### config.mk
export PLATFORM = sky130hd
export DESIGN_NAME = gplt_exp_cell
export DESIGN_NICKNAME = d
export VERILOG_FILES = /design/src/hw/rtl/gamma_power_law_transform_assert.svh /design/src/hw/rtl/gplt_pkg.sv /design/src/hw/rtl/gplt_exp_cell.sv
export SDC_FILE = /design/constraint.sdc
export NUM_CORES = 1
export LEC_CHECK = 0
export ABC_AREA = 0
export BUFFER_PORTS_ARGS = -buffer_cell sky130_fd_sc_hd__clkbuf_2
export CAP_MARGIN = 15
export CORE_UTILIZATION = 43
export DETAILED_ROUTE_END_ITERATION = 12
export GPL_TIMING_DRIVEN = 0
export PLACE_DENSITY = 0.82
export SYNTH_ARGS = -nofsm -noshare
export SYNTH_HDL_FRONTEND = slang
export SYNTH_SLANG_ARGS = --single-unit
### constraint.sdc
create_clock -name clk -period 2 [get_ports clk]
set_input_delay 0.1 -clock clk [delete_from_list [all_inputs] [get_ports clk]]
set_output_delay 0.1 -clock clk [all_outputs]
set_load 0.05 [all_outputs]
### src/hw/rtl/gamma_power_law_transform_assert.svh
// Assertion macros shared by the gamma transform RTL.
// Both macros expect signals named clk and rst in the including module.
`ifndef GAMMA_POWER_LAW_TRANSFORM_ASSERT_SVH
`define GAMMA_POWER_LAW_TRANSFORM_ASSERT_SVH
`ifndef SYNTHESIS
`define GPLT_ASSERT_IMP(name, cond, prop) \
  name: assert property (@(posedge clk) disable iff (rst) (cond) |-> (prop)) \
    else $error("gplt assertion failed");
`define GPLT_ASSERT_NXT(name, cond, prop) \
  name: assert property (@(posedge clk) disable iff (rst) (cond) |=> (prop)) \
    else $error("gplt assertion failed");
`else
`define GPLT_ASSERT_IMP(name, cond, prop)
`define GPLT_ASSERT_NXT(name, cond, prop)
`endif
`endif

### src/hw/rtl/gplt_pkg.sv
// Types, constants and elaboration-time functions for the gamma transform.
// No dependencies.
`default_nettype none
package gplt_pkg;

  localparam int GAIN_W  = 8;
  localparam int EXP_W   = 16;
  localparam int CFG_W   = 16;
  localparam int IDX_W   = 2;
  localparam int LEVEL_W = 16;
  localparam int ZW      = 32;   // log mantissa, Q1.31
  localparam int ZSH_W   = 5;
  localparam int PW      = 32;   // exp2 product, Q.30
  localparam int QP      = 30;

  localparam logic [IDX_W-1:0] REG_GAIN     = 2'd0;
  localparam logic [IDX_W-1:0] REG_EXPONENT = 2'd1;
  localparam logic [IDX_W-1:0] REG_MAX      = 2'd2;

  // Valid flag and zero-pixel flag travel together down the chain.
  typedef struct packed {
    logic valid;
    logic zero;
  } gplt_tag_t;

  function automatic logic [63:0] gplt_isqrt(input logic [63:0] v_in);
    logic [63:0] v;
    logic [63:0] res;
    logic [63:0] bitv;
    v = v_in;
    res = '0;
    bitv = 64'h4000_0000_0000_0000;
    for (int i = 0; i < 32; i++) begin
      if (v >= res + bitv) begin
        v = v - (res + bitv);
        res = (res >> 1) + bitv;
      end else begin
        res = res >> 1;
      end
      bitv = bitv >> 2;
    end
    return res;
  endfunction

  // 2^(2^-k) in Q.30, by repeated square roots starting from 2.0.
  function automatic logic [PW-1:0] gplt_root(input int k);
    logic [63:0] r;
    r = 64'h8000_0000;
    for (int i = 1; i <= k; i++) begin
      r = gplt_isqrt(r << QP);
    end
    return r[PW-1:0];
  endfunction

endpackage
`default_nettype wire

### src/hw/rtl/gplt_exp_cell.sv
// One root multiply of the exp2 chain, taken when its fraction bit is set.
// Depends on gplt_pkg.
`default_nettype none
module gplt_exp_cell #(
  parameter int FRAC_BITS = 16,
  parameter int NW = 10,
  parameter int BIT = 0,
  parameter logic [31:0] ROOT = 32'h4000_0000
) (
  input  wire logic                    clk,
  input  wire logic                    rst,
  input  wire gplt_pkg::gplt_tag_t     in_tag,
  output logic                         in_ready,
  input  wire logic [gplt_pkg::PW-1:0] in_p,
  input  wire logic [FRAC_BITS-1:0]    in_f,
  input  wire logic [NW-1:0]           in_n,
  output gplt_pkg::gplt_tag_t          out_tag,
  input  wire logic                    out_ready,
  output logic [gplt_pkg::PW-1:0]      out_p,
  output logic [FRAC_BITS-1:0]         out_f,
  output logic [NW-1:0]                out_n
);
  import gplt_pkg::*;

  logic            valid;
  logic            zero;
  logic [2*PW-1:0] prod;

  assign in_ready = !valid || out_ready;
  assign prod = in_p * ROOT;

  always_ff @(posedge clk) begin
    if (rst) begin
      valid <= 1'b0;
    end else if (in_ready) begin
      valid <= in_tag.valid;
    end
  end

  always_ff @(posedge clk) begin
    if (in_ready) begin
      zero  <= in_tag.zero;
      out_p <= in_f[BIT] ? prod[QP+PW-1:QP] : in_p;
      out_f <= in_f;
      out_n <= in_n;
    end
  end

  assign out_tag = '{valid: valid, zero: zero};

endmodule
`default_nettype wire

# Word-level counts from Yosys, hierarchy flattened
# Index checks and enable logic that the tools add are counted.
# W data, S select, Z words.
# totals
out_inout_bits	61
input_bits	63
ff_bits	60
# op_classes
reduce_logical	2
# ops
operator	count
$logic_not A1 Y1	1
$logic_or A1 B1 Y1	1

# Logic depth before layout (Yosys ltp)
# depth
word_depth	2
depth_mapped	2
mapped_depth_nobuf	2

# Least setup slack after synthesis
# No wires, ideal clock.
# synth_timing
kind	register to register
from	register valid
to	register out_f[0] (enable)
arrival_time_ns	0.869
path_stages_with_launch	2
period_less_slack_ns	1.250
n_path_buf	0
path_slack_ns	0.750
cell_sequence	dfxtp_1 > nand2b_4
# synth_via
elab_chain_cells	2
# synth_rtl
element	line	source
start, declared	gplt_exp_cell.sv:25	logic valid;
start signal, assigned	gplt_exp_cell.sv:36	valid <= in_tag.valid;
$logic_not A1 Y1	gplt_exp_cell.sv:29	assign in_ready = !valid || out_ready;
$logic_or A1 B1 Y1	gplt_exp_cell.sv:29	
named net in_ready	gplt_exp_cell.sv:13	output logic in_ready,
end signal, assigned	gplt_exp_cell.sv:44	out_f <= in_f;
end, declared	gplt_exp_cell.sv:20	output logic [FRAC_BITS-1:0] out_f,
# The timed path passes the listed nets, and every way through them passes these cells.
# A chain may end at the register's enable or synchronous reset.

# Worst setup path after layout
# layout_timing
from	register valid
to	output port in_ready
# layout_via
elab_chain_cells	2
# layout_rtl
element	line
$logic_not A1 Y1	gplt_exp_cell.sv:29
$logic_or A1 B1 Y1	gplt_exp_cell.sv:29
end, declared	gplt_exp_cell.sv:13
# No other way between the ends.

==> results.yml <==
status:
  status: "completed"
yosys:
  yosysSeqAreaShare: 0.977
  yosys.area.top_type: "edfxtp_1"
  synth_area_leaders: "edfxtp_1 97%, dfxtp_1 1.1%, buf_4 0.82%, nand2b_4 0.75%, a21oi_2 0.48%"
  synth_common_cells: "59 x edfxtp_1, 2 x buf_4"
  syn_nets: 128
  synth_cell_types: 6
  ys_seq_elements: 60
  synth_top_area_share: 0.967
  synth.avg_cell_area_um2: 28.2
  synth-edff-count: 59
  yosysWarnings: 0
  synthCells: 65
  synth_area_um2: 1830
  yosys.cell_count.top_type: "edfxtp_1"
  synth-async-reset-ratio: 0
  synthFlopType: "edfxtp_1"
worst_setup_path:
  crit_path_end_kind: "output port"
  slowest_delay_ns: 0.58
  cp_top_family: "simple AND/OR/NAND/NOR gates"
  worstSetupStartpointType: "flop"
  crit_chain: "nand2b_4 -> clkbuf_2"
  r2r_cells: 3
  slowest_stage: "nand2b_4"
  path_depth: 2
  required_ns: 1.90
  arrival_ns: 1.68
  critical_path_class: "reg -> out"
  path_max_fanout: 61
  crit_buf_inv: 1
job:
  maxCapViolCount: 0
floorplanning:
  io_pins: 124
  design.core.area_um2: 4060
  die_width_um: 67.3
  dieArea_um2: 4530
  initial_core_util: 0.452
  rows: 23
  die_height_um: 67.3
placed_design:
  place_ws_ns: 0.574
  place_area_um2: 2510
  dp.cells: 238
  place.gp.congestion: 0.672
  place.port_buffers: 123
global_routing:
  overflow: 0
  grt_use_total: 0.262
  grt_pass1_wl_mm: 7.72
  grt_pass1_vias: 1556
  grt_max_degree: 62
  antenna_found_initial: 0
sta:
  fmax_ghz: 0.562
  fin_skew_ns: 0.00959
  period_share: 0.890
  max_slew_margin: 0.475
  fin_crit_ns: 1.78
  grt_setup_unrepaired: "no"
  fin_ws_ns: 0.220
  fin_setup_tns_ns: 0
  worst_pin_slew_ns: 0.787
  drv_slew: 0
  setup_viol: 0
  hold_violations: 0
drt:
  routed_wl_mm: 5.36
  drtPass1Iterations: 4
  drc_errors: 0
  wl_per_cell_um: 17.0
  postRouteAntennaNets: 0
  viasPerCell: 4.59
  vias: 1446
  drtIter0Drc: 98
min_path:
  hold_depth: 2
  hp-class: "in -> reg"
pwr:
  powerDensity_nw_per_um2: 917
  p_total_uw: 3020
  p_leak_uw: 0.00150
  ir_drop_mv: 0.688
clocking:
  tritoncts: "done"
  root_buffer: "clkbuf_8"
  hold_buffers: 61
  cts.reportedPaths.clkPinSlew_ns: 0.07
  h-tree-depth: 3
  cts_resized: 0
  numClockSinks: 60
  clockBufferDepth: 2
  cts_setup_buffers: 0
  cts_buffers: 9
  clk_latency_ns: 0.33
layout:
  n_antenna_cell: 0
  final_cells: 315
  final_nets: 323
  syn_to_final_growth_pct: 79.5
  drive_above_1_share: 0.536
  design_area_um2: 3290
-- layout by cell type, fill, tap and decap left out, drive strengths merged --
cell type    netlist  layout
nand2b             1       1
inv                1       1
edfxtp            59      59
dlygate4sd3        0      61
dfxtp              1       1
buf                2       2
clkbuf             0     134
clkinvlp           0       1
a21oi              1       1
clkinv             0       4
-- logic make-up after synthesis --
kind of cell	count (synthesis)	synth area share
flip-flops	60	0.977
buffers and inverters	3	0.0102
AND/OR/NAND/NOR	1	0.00751
AO/OA/AOI/OAI	1	0.00478
-- state kept, by name, indices dropped and copies added, names as in the netlist --
signal and flops:
out_f 16, out_n 10, out_p 32, valid 1
zero 1
-- where the power goes --
group / total [uW] / switching [uW] / internal (uW)
sequential: 1510 / 29.0 / 1480
combinational: 576 / 399 / 177
clock: 935 / 461 / 474
-- metrics by stage --
stage	utilization	hold slack, ns
floorplan	-	0.162
global placement	0.619	0.274
detailed placement	0.619	0.271
CTS	0.811	0.470
global route	0.811	0.476
finish	0.811	0.475
-- routing by layer --
layer / global-route usage / vias to the layer above / routed length, um
met2: 0.426 / 106 / 2810
met4: 0.168 / 0 / 264
met5: 0 / - / 0
met3: 0.128 / 27 / 522
li1: - / 647 / -
met1: 0.266 / 666 / 1770
-- final cells by class --
class	instances	area [um^2]
plain buffers	2	15.0
clock buffers	11	141
clock inverters	5	27.5
fillers	211	767
inverters	1	3.75
multi-input cells	2	22.5
flip-flops and latches	60	1790
well taps	50	62.6
repair buffers	184	1230
-- final timing paths --
| check | from | to | slack, ns |
|---|---|---|---|
| setup / recovery | valid | in_ready | 0.22 |
| hold / removal | in_n[0] | out_n[0] | 0.48 |
| setup reg to reg | valid | valid | 0.27 |
| hold reg to reg | valid | out_n[0] | 1.13 |
(Power assumes the default switching activity.)
