## config.mk

```make
export PLATFORM = sky130hd
export DESIGN_NAME = gplt_log_cell
export DESIGN_NICKNAME = d
export VERILOG_FILES = /design/src/hw/rtl/gamma_power_law_transform_assert.svh /design/src/hw/rtl/gplt_pkg.sv /design/src/hw/rtl/gplt_log_cell.sv
export SDC_FILE = /design/constraint.sdc
export NUM_CORES = 2
export LEC_CHECK = 0
export BUFFER_PORTS_ARGS = -buffer_cell sky130_fd_sc_hd__buf_2
export CAP_MARGIN = 10
export CORE_MARGIN = 2
export CORE_UTILIZATION = 55
export DETAILED_ROUTE_END_ITERATION = 6
export PLACE_DENSITY = 0.78
export SYNTH_ARGS = -nofsm -noshare
export SYNTH_HDL_FRONTEND = slang
export SYNTH_SLANG_ARGS = --single-unit
```

## constraint.sdc

```tcl
create_clock -name clk -period 8.4 [get_ports clk]
set_clock_uncertainty 0.05 [all_clocks]
set_input_delay 0.42 -clock clk [delete_from_list [all_inputs] [get_ports clk]]
set_output_delay 0.42 -clock clk [all_outputs]
set_load 0.02 [all_outputs]
```

## src/hw/rtl/gamma_power_law_transform_assert.svh

```systemverilog
// Assertion macros shared by the gamma transform RTL.
// Both macros expect signals named clk and rst in the including module.
`ifndef GAMMA_POWER_LAW_TRANSFORM_ASSERT_SVH
`define GAMMA_POWER_LAW_TRANSFORM_ASSERT_SVH
`ifndef SYNTHESIS
`define GPLT_ASSERT_IMP(name, cond, prop) \
  name: assert property (@(posedge clk) disable iff (rst) (cond) |-> (prop)) \
    else $error("gplt assertion failed");
`define GPLT_ASSERT_NXT(name, cond, prop) \
  name: assert property (@(posedge clk) disable iff (rst) (cond) |=> (prop)) \
    else $error("gplt assertion failed");
`else
`define GPLT_ASSERT_IMP(name, cond, prop)
`define GPLT_ASSERT_NXT(name, cond, prop)
`endif
`endif

```

## src/hw/rtl/gplt_pkg.sv

```systemverilog
// Types, constants and elaboration-time functions for the gamma transform.
// No dependencies.
`default_nettype none
package gplt_pkg;

  localparam int GAIN_W  = 8;
  localparam int EXP_W   = 16;
  localparam int CFG_W   = 16;
  localparam int IDX_W   = 2;
  localparam int LEVEL_W = 16;
  localparam int ZW      = 32;   // log mantissa, Q1.31
  localparam int ZSH_W   = 5;
  localparam int PW      = 32;   // exp2 product, Q.30
  localparam int QP      = 30;

  localparam logic [IDX_W-1:0] REG_GAIN     = 2'd0;
  localparam logic [IDX_W-1:0] REG_EXPONENT = 2'd1;
  localparam logic [IDX_W-1:0] REG_MAX      = 2'd2;

  // Valid flag and zero-pixel flag travel together down the chain.
  typedef struct packed {
    logic valid;
    logic zero;
  } gplt_tag_t;

  function automatic logic [63:0] gplt_isqrt(input logic [63:0] v_in);
    logic [63:0] v;
    logic [63:0] res;
    logic [63:0] bitv;
    v = v_in;
    res = '0;
    bitv = 64'h4000_0000_0000_0000;
    for (int i = 0; i < 32; i++) begin
      if (v >= res + bitv) begin
        v = v - (res + bitv);
        res = (res >> 1) + bitv;
      end else begin
        res = res >> 1;
      end
      bitv = bitv >> 2;
    end
    return res;
  endfunction

  // 2^(2^-k) in Q.30, by repeated square roots starting from 2.0.
  function automatic logic [PW-1:0] gplt_root(input int k);
    logic [63:0] r;
    r = 64'h8000_0000;
    for (int i = 1; i <= k; i++) begin
      r = gplt_isqrt(r << QP);
    end
    return r[PW-1:0];
  endfunction

endpackage
`default_nettype wire

```

## src/hw/rtl/gplt_log_cell.sv

```systemverilog
// One fraction bit of log2 for the pixel and for the maximum level.
// Depends on gplt_pkg.
`default_nettype none
module gplt_log_cell #(
  parameter int FRAC_BITS = 16,
  parameter int EB = 4
) (
  input  wire logic                   clk,
  input  wire logic                   rst,
  input  wire gplt_pkg::gplt_tag_t    in_tag,
  output logic                        in_ready,
  input  wire logic [EB-1:0]          in_er,
  input  wire logic [EB-1:0]          in_em,
  input  wire logic [gplt_pkg::ZW-1:0] in_zr,
  input  wire logic [gplt_pkg::ZW-1:0] in_zm,
  input  wire logic [FRAC_BITS-1:0]   in_fr,
  input  wire logic [FRAC_BITS-1:0]   in_fm,
  output gplt_pkg::gplt_tag_t         out_tag,
  input  wire logic                   out_ready,
  output logic [EB-1:0]               out_er,
  output logic [EB-1:0]               out_em,
  output logic [gplt_pkg::ZW-1:0]     out_zr,
  output logic [gplt_pkg::ZW-1:0]     out_zm,
  output logic [FRAC_BITS-1:0]        out_fr,
  output logic [FRAC_BITS-1:0]        out_fm
);
  import gplt_pkg::*;

  logic            valid;
  logic            zero;
  logic [2*ZW-1:0] sq_r;
  logic [2*ZW-1:0] sq_m;
  logic [ZW:0]     tr;
  logic [ZW:0]     tm;

  assign in_ready = !valid || out_ready;

  // Square the mantissa; a result of two or more yields a one bit.
  always_comb begin
    sq_r = in_zr * in_zr;
    sq_m = in_zm * in_zm;
    tr = sq_r[2*ZW-1:ZW-1];
    tm = sq_m[2*ZW-1:ZW-1];
  end

  always_ff @(posedge clk) begin
    if (rst) begin
      valid <= 1'b0;
    end else if (in_ready) begin
      valid <= in_tag.valid;
    end
  end

  always_ff @(posedge clk) begin
    if (in_ready) begin
      zero   <= in_tag.zero;
      out_er <= in_er;
      out_em <= in_em;
      out_zr <= tr[ZW] ? tr[ZW:1] : tr[ZW-1:0];
      out_zm <= tm[ZW] ? tm[ZW:1] : tm[ZW-1:0];
      out_fr <= {in_fr[FRAC_BITS-2:0], tr[ZW]};
      out_fm <= {in_fm[FRAC_BITS-2:0], tm[ZW]};
    end
  end

  assign out_tag = '{valid: valid, zero: zero};

endmodule
`default_nettype wire

```

Yosys cells after proc, flatten, opt, wreduce, memory -nomap -nowiden:

Index checks and enable logic that the tools add are counted.

* bits in registers: 106
* word-level logic and storage cells: 16
* bits of input ports: 109

* multiply operators: 2
* reduce and logical (&&, ||, !) cells: 2
* multiplexer cells: 2

Operator list (count)
* $mul A32 B32 Y64: 2
* $mux W31: 2
* $logic_not A1 Y1: 1
* $logic_or A1 B1 Y1: 1

Depth between registers and ports, before layout:

* depth after elaboration: 2
* depth in mapped cells: 34
* depth with buffers taken out: 30

Worst setup path after synthesis:

Ideal clock, no wire load.

* path type: input port to flip-flop
* start: input in_zm[19] in the netlist's numbering
* end: register out_zm[21] in the netlist's numbering (data pin)
* path slack: 131 ps
* data arrival time: 7957 ps
* library setup time: 262 ps
* path buffers: 5
* stages: 31
* cell sequence: clkbuf_1 -> clkbuf_1 -> nand2_1 -> fa_1 -> inv_1 -> fa_1 -> inv_1 -> fa_1 -> fa_1 -> inv_1 -> fa_1 -> fa_1 -> fa_1 -> inv_1 -> fa_1 -> inv_1 -> ha_1 -> buf_2 -> and4_4 -> nand4_1 -> or2_1 -> o22ai_1 -> a2111oi_2 -> o21ai_1 -> a311o_1 -> a21oi_2 -> o21ai_1 -> xnor2_1 -> buf_4 -> buf_6 -> mux2_1

* word-level cells in the longest chain between the ends: 2

RTL lines
* start, declared: line gplt_log_cell.sv:15 `input wire logic [gplt_pkg::ZW-1:0] in_zm,`
* $mul A32 B32 Y64: line gplt_log_cell.sv:41 `sq_m = in_zm * in_zm;`
* $mux W31: line gplt_log_cell.sv:60 `out_zm <= tm[ZW] ? tm[ZW:1] : tm[ZW-1:0];`
* end signal, assigned: line gplt_log_cell.sv:60
* end, declared: line gplt_log_cell.sv:23 `output logic [gplt_pkg::ZW-1:0] out_zm,`

No other way between the ends.
A chain may end at the register's enable or synchronous reset.

Final worst setup path:

* start: input in_zm[3] in the netlist's numbering
* end: register out_zm[15] in the netlist's numbering (data pin)

The elaborated chain is that of the path after synthesis.

==> impl_metrics.yaml <==
cts:
  root_buffer: "clkbuf_16"
  cts_buffers: 9
  insertion_delay_ns: 0.37
  cts_max_path_buffers: 2
  cts.sinks: 106
  clk_pin_slew_ns: 0.08
  cts_tree: "done"
  h-tree-depth: 3
layout:
  drive_gt1_frac: 0.1408
  antenna_cells: 0
  area_delta_synth_final_pct: 12.87
  fillers: 9040
  final_util: 0.6231
  fin_nets: 9360
synth:
  ys_ff_latch: 106
  synth_top_family_by_area: "adder cells"
  synth.net_count: 8742
  syn_inst: 6453
  synthAdderAreaFrac: 0.6330
  synth_flop_cell: "edfxtp_1"
  synth_compound_area_frac: 0.04733
  syn_avg_cell_area_sq_um: 9.585
  ys_seq_area_frac: 0.05130
  synthDistinctLibCells: 84
  synth_xor_area_frac: 0.02207
  ys_warn_count: 0
  yosys.area_share.simple: 0.1045
  netlist_area_sq_mm: 0.06185
  synth_edf_count: 105
  async_flop_share: 0
  synth_mux_area_frac: 0.007181
route:
  wire_per_inst_um: 18.69
  viasPerCell: 5.243
  vias: 44961
  drc: 0
  drtIter0Drc: 2668
  first_pass_iters: 6
  wl_mm: 160.3
  ant_nets: 0
floorplan:
  rows: 123
  die_y_um: 339.4
  initial_core_util: 0.5521
  fp.dieW_um: 339.4
  dieArea_sq_mm: 0.1152
  coreArea_sq_mm: 0.1120
  ios: 216
placed_design:
  dp_hpwl_mm: 141.7
  place.port_buffers: 213
  routabilityCongestion: 0.9713
sta:
  hold_violations: 0
  fin_crit_sh: 0.9770
  worst_pin_slew_ns: 0.8495
  timing.hold.ws_ns: 0.1367
  setup_violations: 0
  slew_headroom: 0.4337
  period_minus_slack_ns: 8.207
  slew_violations: 0
  max_freq_ghz: 0.1219
global_routing:
  use_met3: 0.04301
  antenna_found_initial: 1
  grt_pass1_wl_mm: 263.7
  overflow: 0
  grt-busiest-layer: "met2"
  grtUsageTotal: 0.2900
  grtUsageMet1: 0.3752
  gr-usage-met2: 0.4970
  grt_start_max_net_pins: 67
  grt_pass1_vias: 50840
critical_path:
  required_ns: 8.48
  cp-endpoint: "out_zm[15]"
  timing.rr.end: "zero"
  worstSetupPathType: "in2reg"
  critPathLaunchType: "primary input"
  crit_family: "adder cells"
  path_depth: 30
  slowest_delay_ns: 0.57
  crit_top_cell: "fa_1"
  r2r_start: "valid"
  path_max_fanout: 13
  critPathArrivalTime_ns: 8.28
  endpoint_kind: "register"
  r2r_setup_slack_ns: 6.29
  cp_slowest_cell: "fa_1"
  critPathBufInv: 7
  rr_worst_depth: 2
  cp-startpoint: "in_zm[3]"
min_path:
  hold_class: "in2reg"
run:
  drv_cap: 0
outcome:
  status: "complete, no violations"
synthesized netlist by cell type (all sizes together) (25+ instances only):
cell type | instances | area (sq um)
a31oi | 26 | 162.7
a21o | 58 | 435.4
nand4 | 26 | 162.7
ha | 598 | 7482
nand2 | 598 | 2245
xnor2 | 82 | 718.2
edfxtp | 105 | 3153
a21oi | 138 | 698.2
inv | 1962 | 7365
fa | 1582 | 31670
clkbuf | 222 | 833.3
a31o | 25 | 219.0
nor2 | 124 | 465.5
and2 | 460 | 2878
o21ai | 77 | 389.1
xor2 | 73 | 646.9
nand3 | 28 | 145.1
mux2 | 27 | 304.0
repair_timing:
action | in CTS | in global routing
setup endpoints to repair | 23 | 64
buffers inserted | 0 | 6
resized for setup | 1 | 121
pin swaps | 0 | 30
hold buffers | 0 | 0
hold endpoints to repair | 0 | 0
cloned | 0 | 1
worst min path at each step:
stage	from	slack, ns	depth (start not counted)	to
floorplan	rst	0.44	1	valid
global placement	rst	0.53	2	valid
CTS	rst	0.12	2	valid
detailed placement	rst	0.53	2	valid
finish	rst	0.14	2	valid
global route	rst	0.13	2	valid
worst reg2reg max path: cells and delay by family (launching register included):
| family | cells | cell delay (ns) |
|---|---|---|
| DFF | 1 | 0.34 |
| buffers and inverters | 1 | 0.78 |
| and+or+nand+nor | 1 | 0.50 |
cell type report:
cell class / count / area [sq um] / share of cell area
flip-flops and latches: 106 / 3173 / 0.04545
well taps: 1500 / 1877 / 0.02688
clock buffers: 9 / 225.2 / 0.003226
repair buffers: 849 / 6399 / 0.09165
inverters: 1963 / 7373 / 0.1056
multi-input cells: 4142 / 50680 / 0.7260
clock inverters: 7 / 83.83 / 0.001201
flip-flops by register name, indices dropped and copies added (netlist names):
register / count
out_em: 4
out_er: 4
out_fm: 16
out_fr: 16
out_zm: 32
out_zr: 32
valid: 1
zero: 1
through the flow:
stage                     std cells  setup TNS (ns)  worst slack (ns)  cell area (sq um)
final                          8576               0            0.1933              69810
after global placement         8553          -11.96           -0.3820              68960
after CTS                      8569               0           0.09347              69270
after detailed placement       8553          -15.26           -0.4273              68960
after global routing           8576         -0.4083          -0.03898              69810
after floorplan                6453               0            0.1309              61850
metal layers:
layer,up-vias,routed length [um]
met5,-,0
met1,22969,61720
met2,1615,80420
met3,377,10880
li1,20000,-
met4,0,7254
logic make-up (layout without fill, tap and decap cells):
| logic type | Yosys count | after routing |
|---|---|---|
| fa+ha+maj | 2180 | 2180 |
| flops | 106 | 106 |
| xor+xnor | 155 | 155 |
| compound gates | 444 | 444 |
| simple gates | 1322 | 1322 |
| buf+inv | 2205 | 2828 |
| mux | 41 | 41 |
cells in the final DEF, fill, tap and decap left out, types with 13 or more instances in the layout:
master / instances
a31o_2: 23
mux2i_1: 14
a21oi_1: 129
nand4_1: 26
clkbuf_4: 16
and2_1: 456
nor2b_1: 22
buf_6: 22
nand2_1: 598
buf_4: 594
o21bai_1: 24
buf_2: 185
o21ai_0: 65
buf_12: 31
a31oi_1: 23
xor2_1: 69
nand3_1: 26
or2_2: 13
fa_1: 1576
o21a_1: 13
xnor2_1: 80
mux2_2: 22
ha_1: 589
nor3_1: 15
inv_1: 1960
edfxtp_1: 105
nor2_1: 119
a21o_1: 58
Power is left out: the tool's default activity adds up to more than one toggle a clock period on the data nets, which glitch-free logic cannot reach.
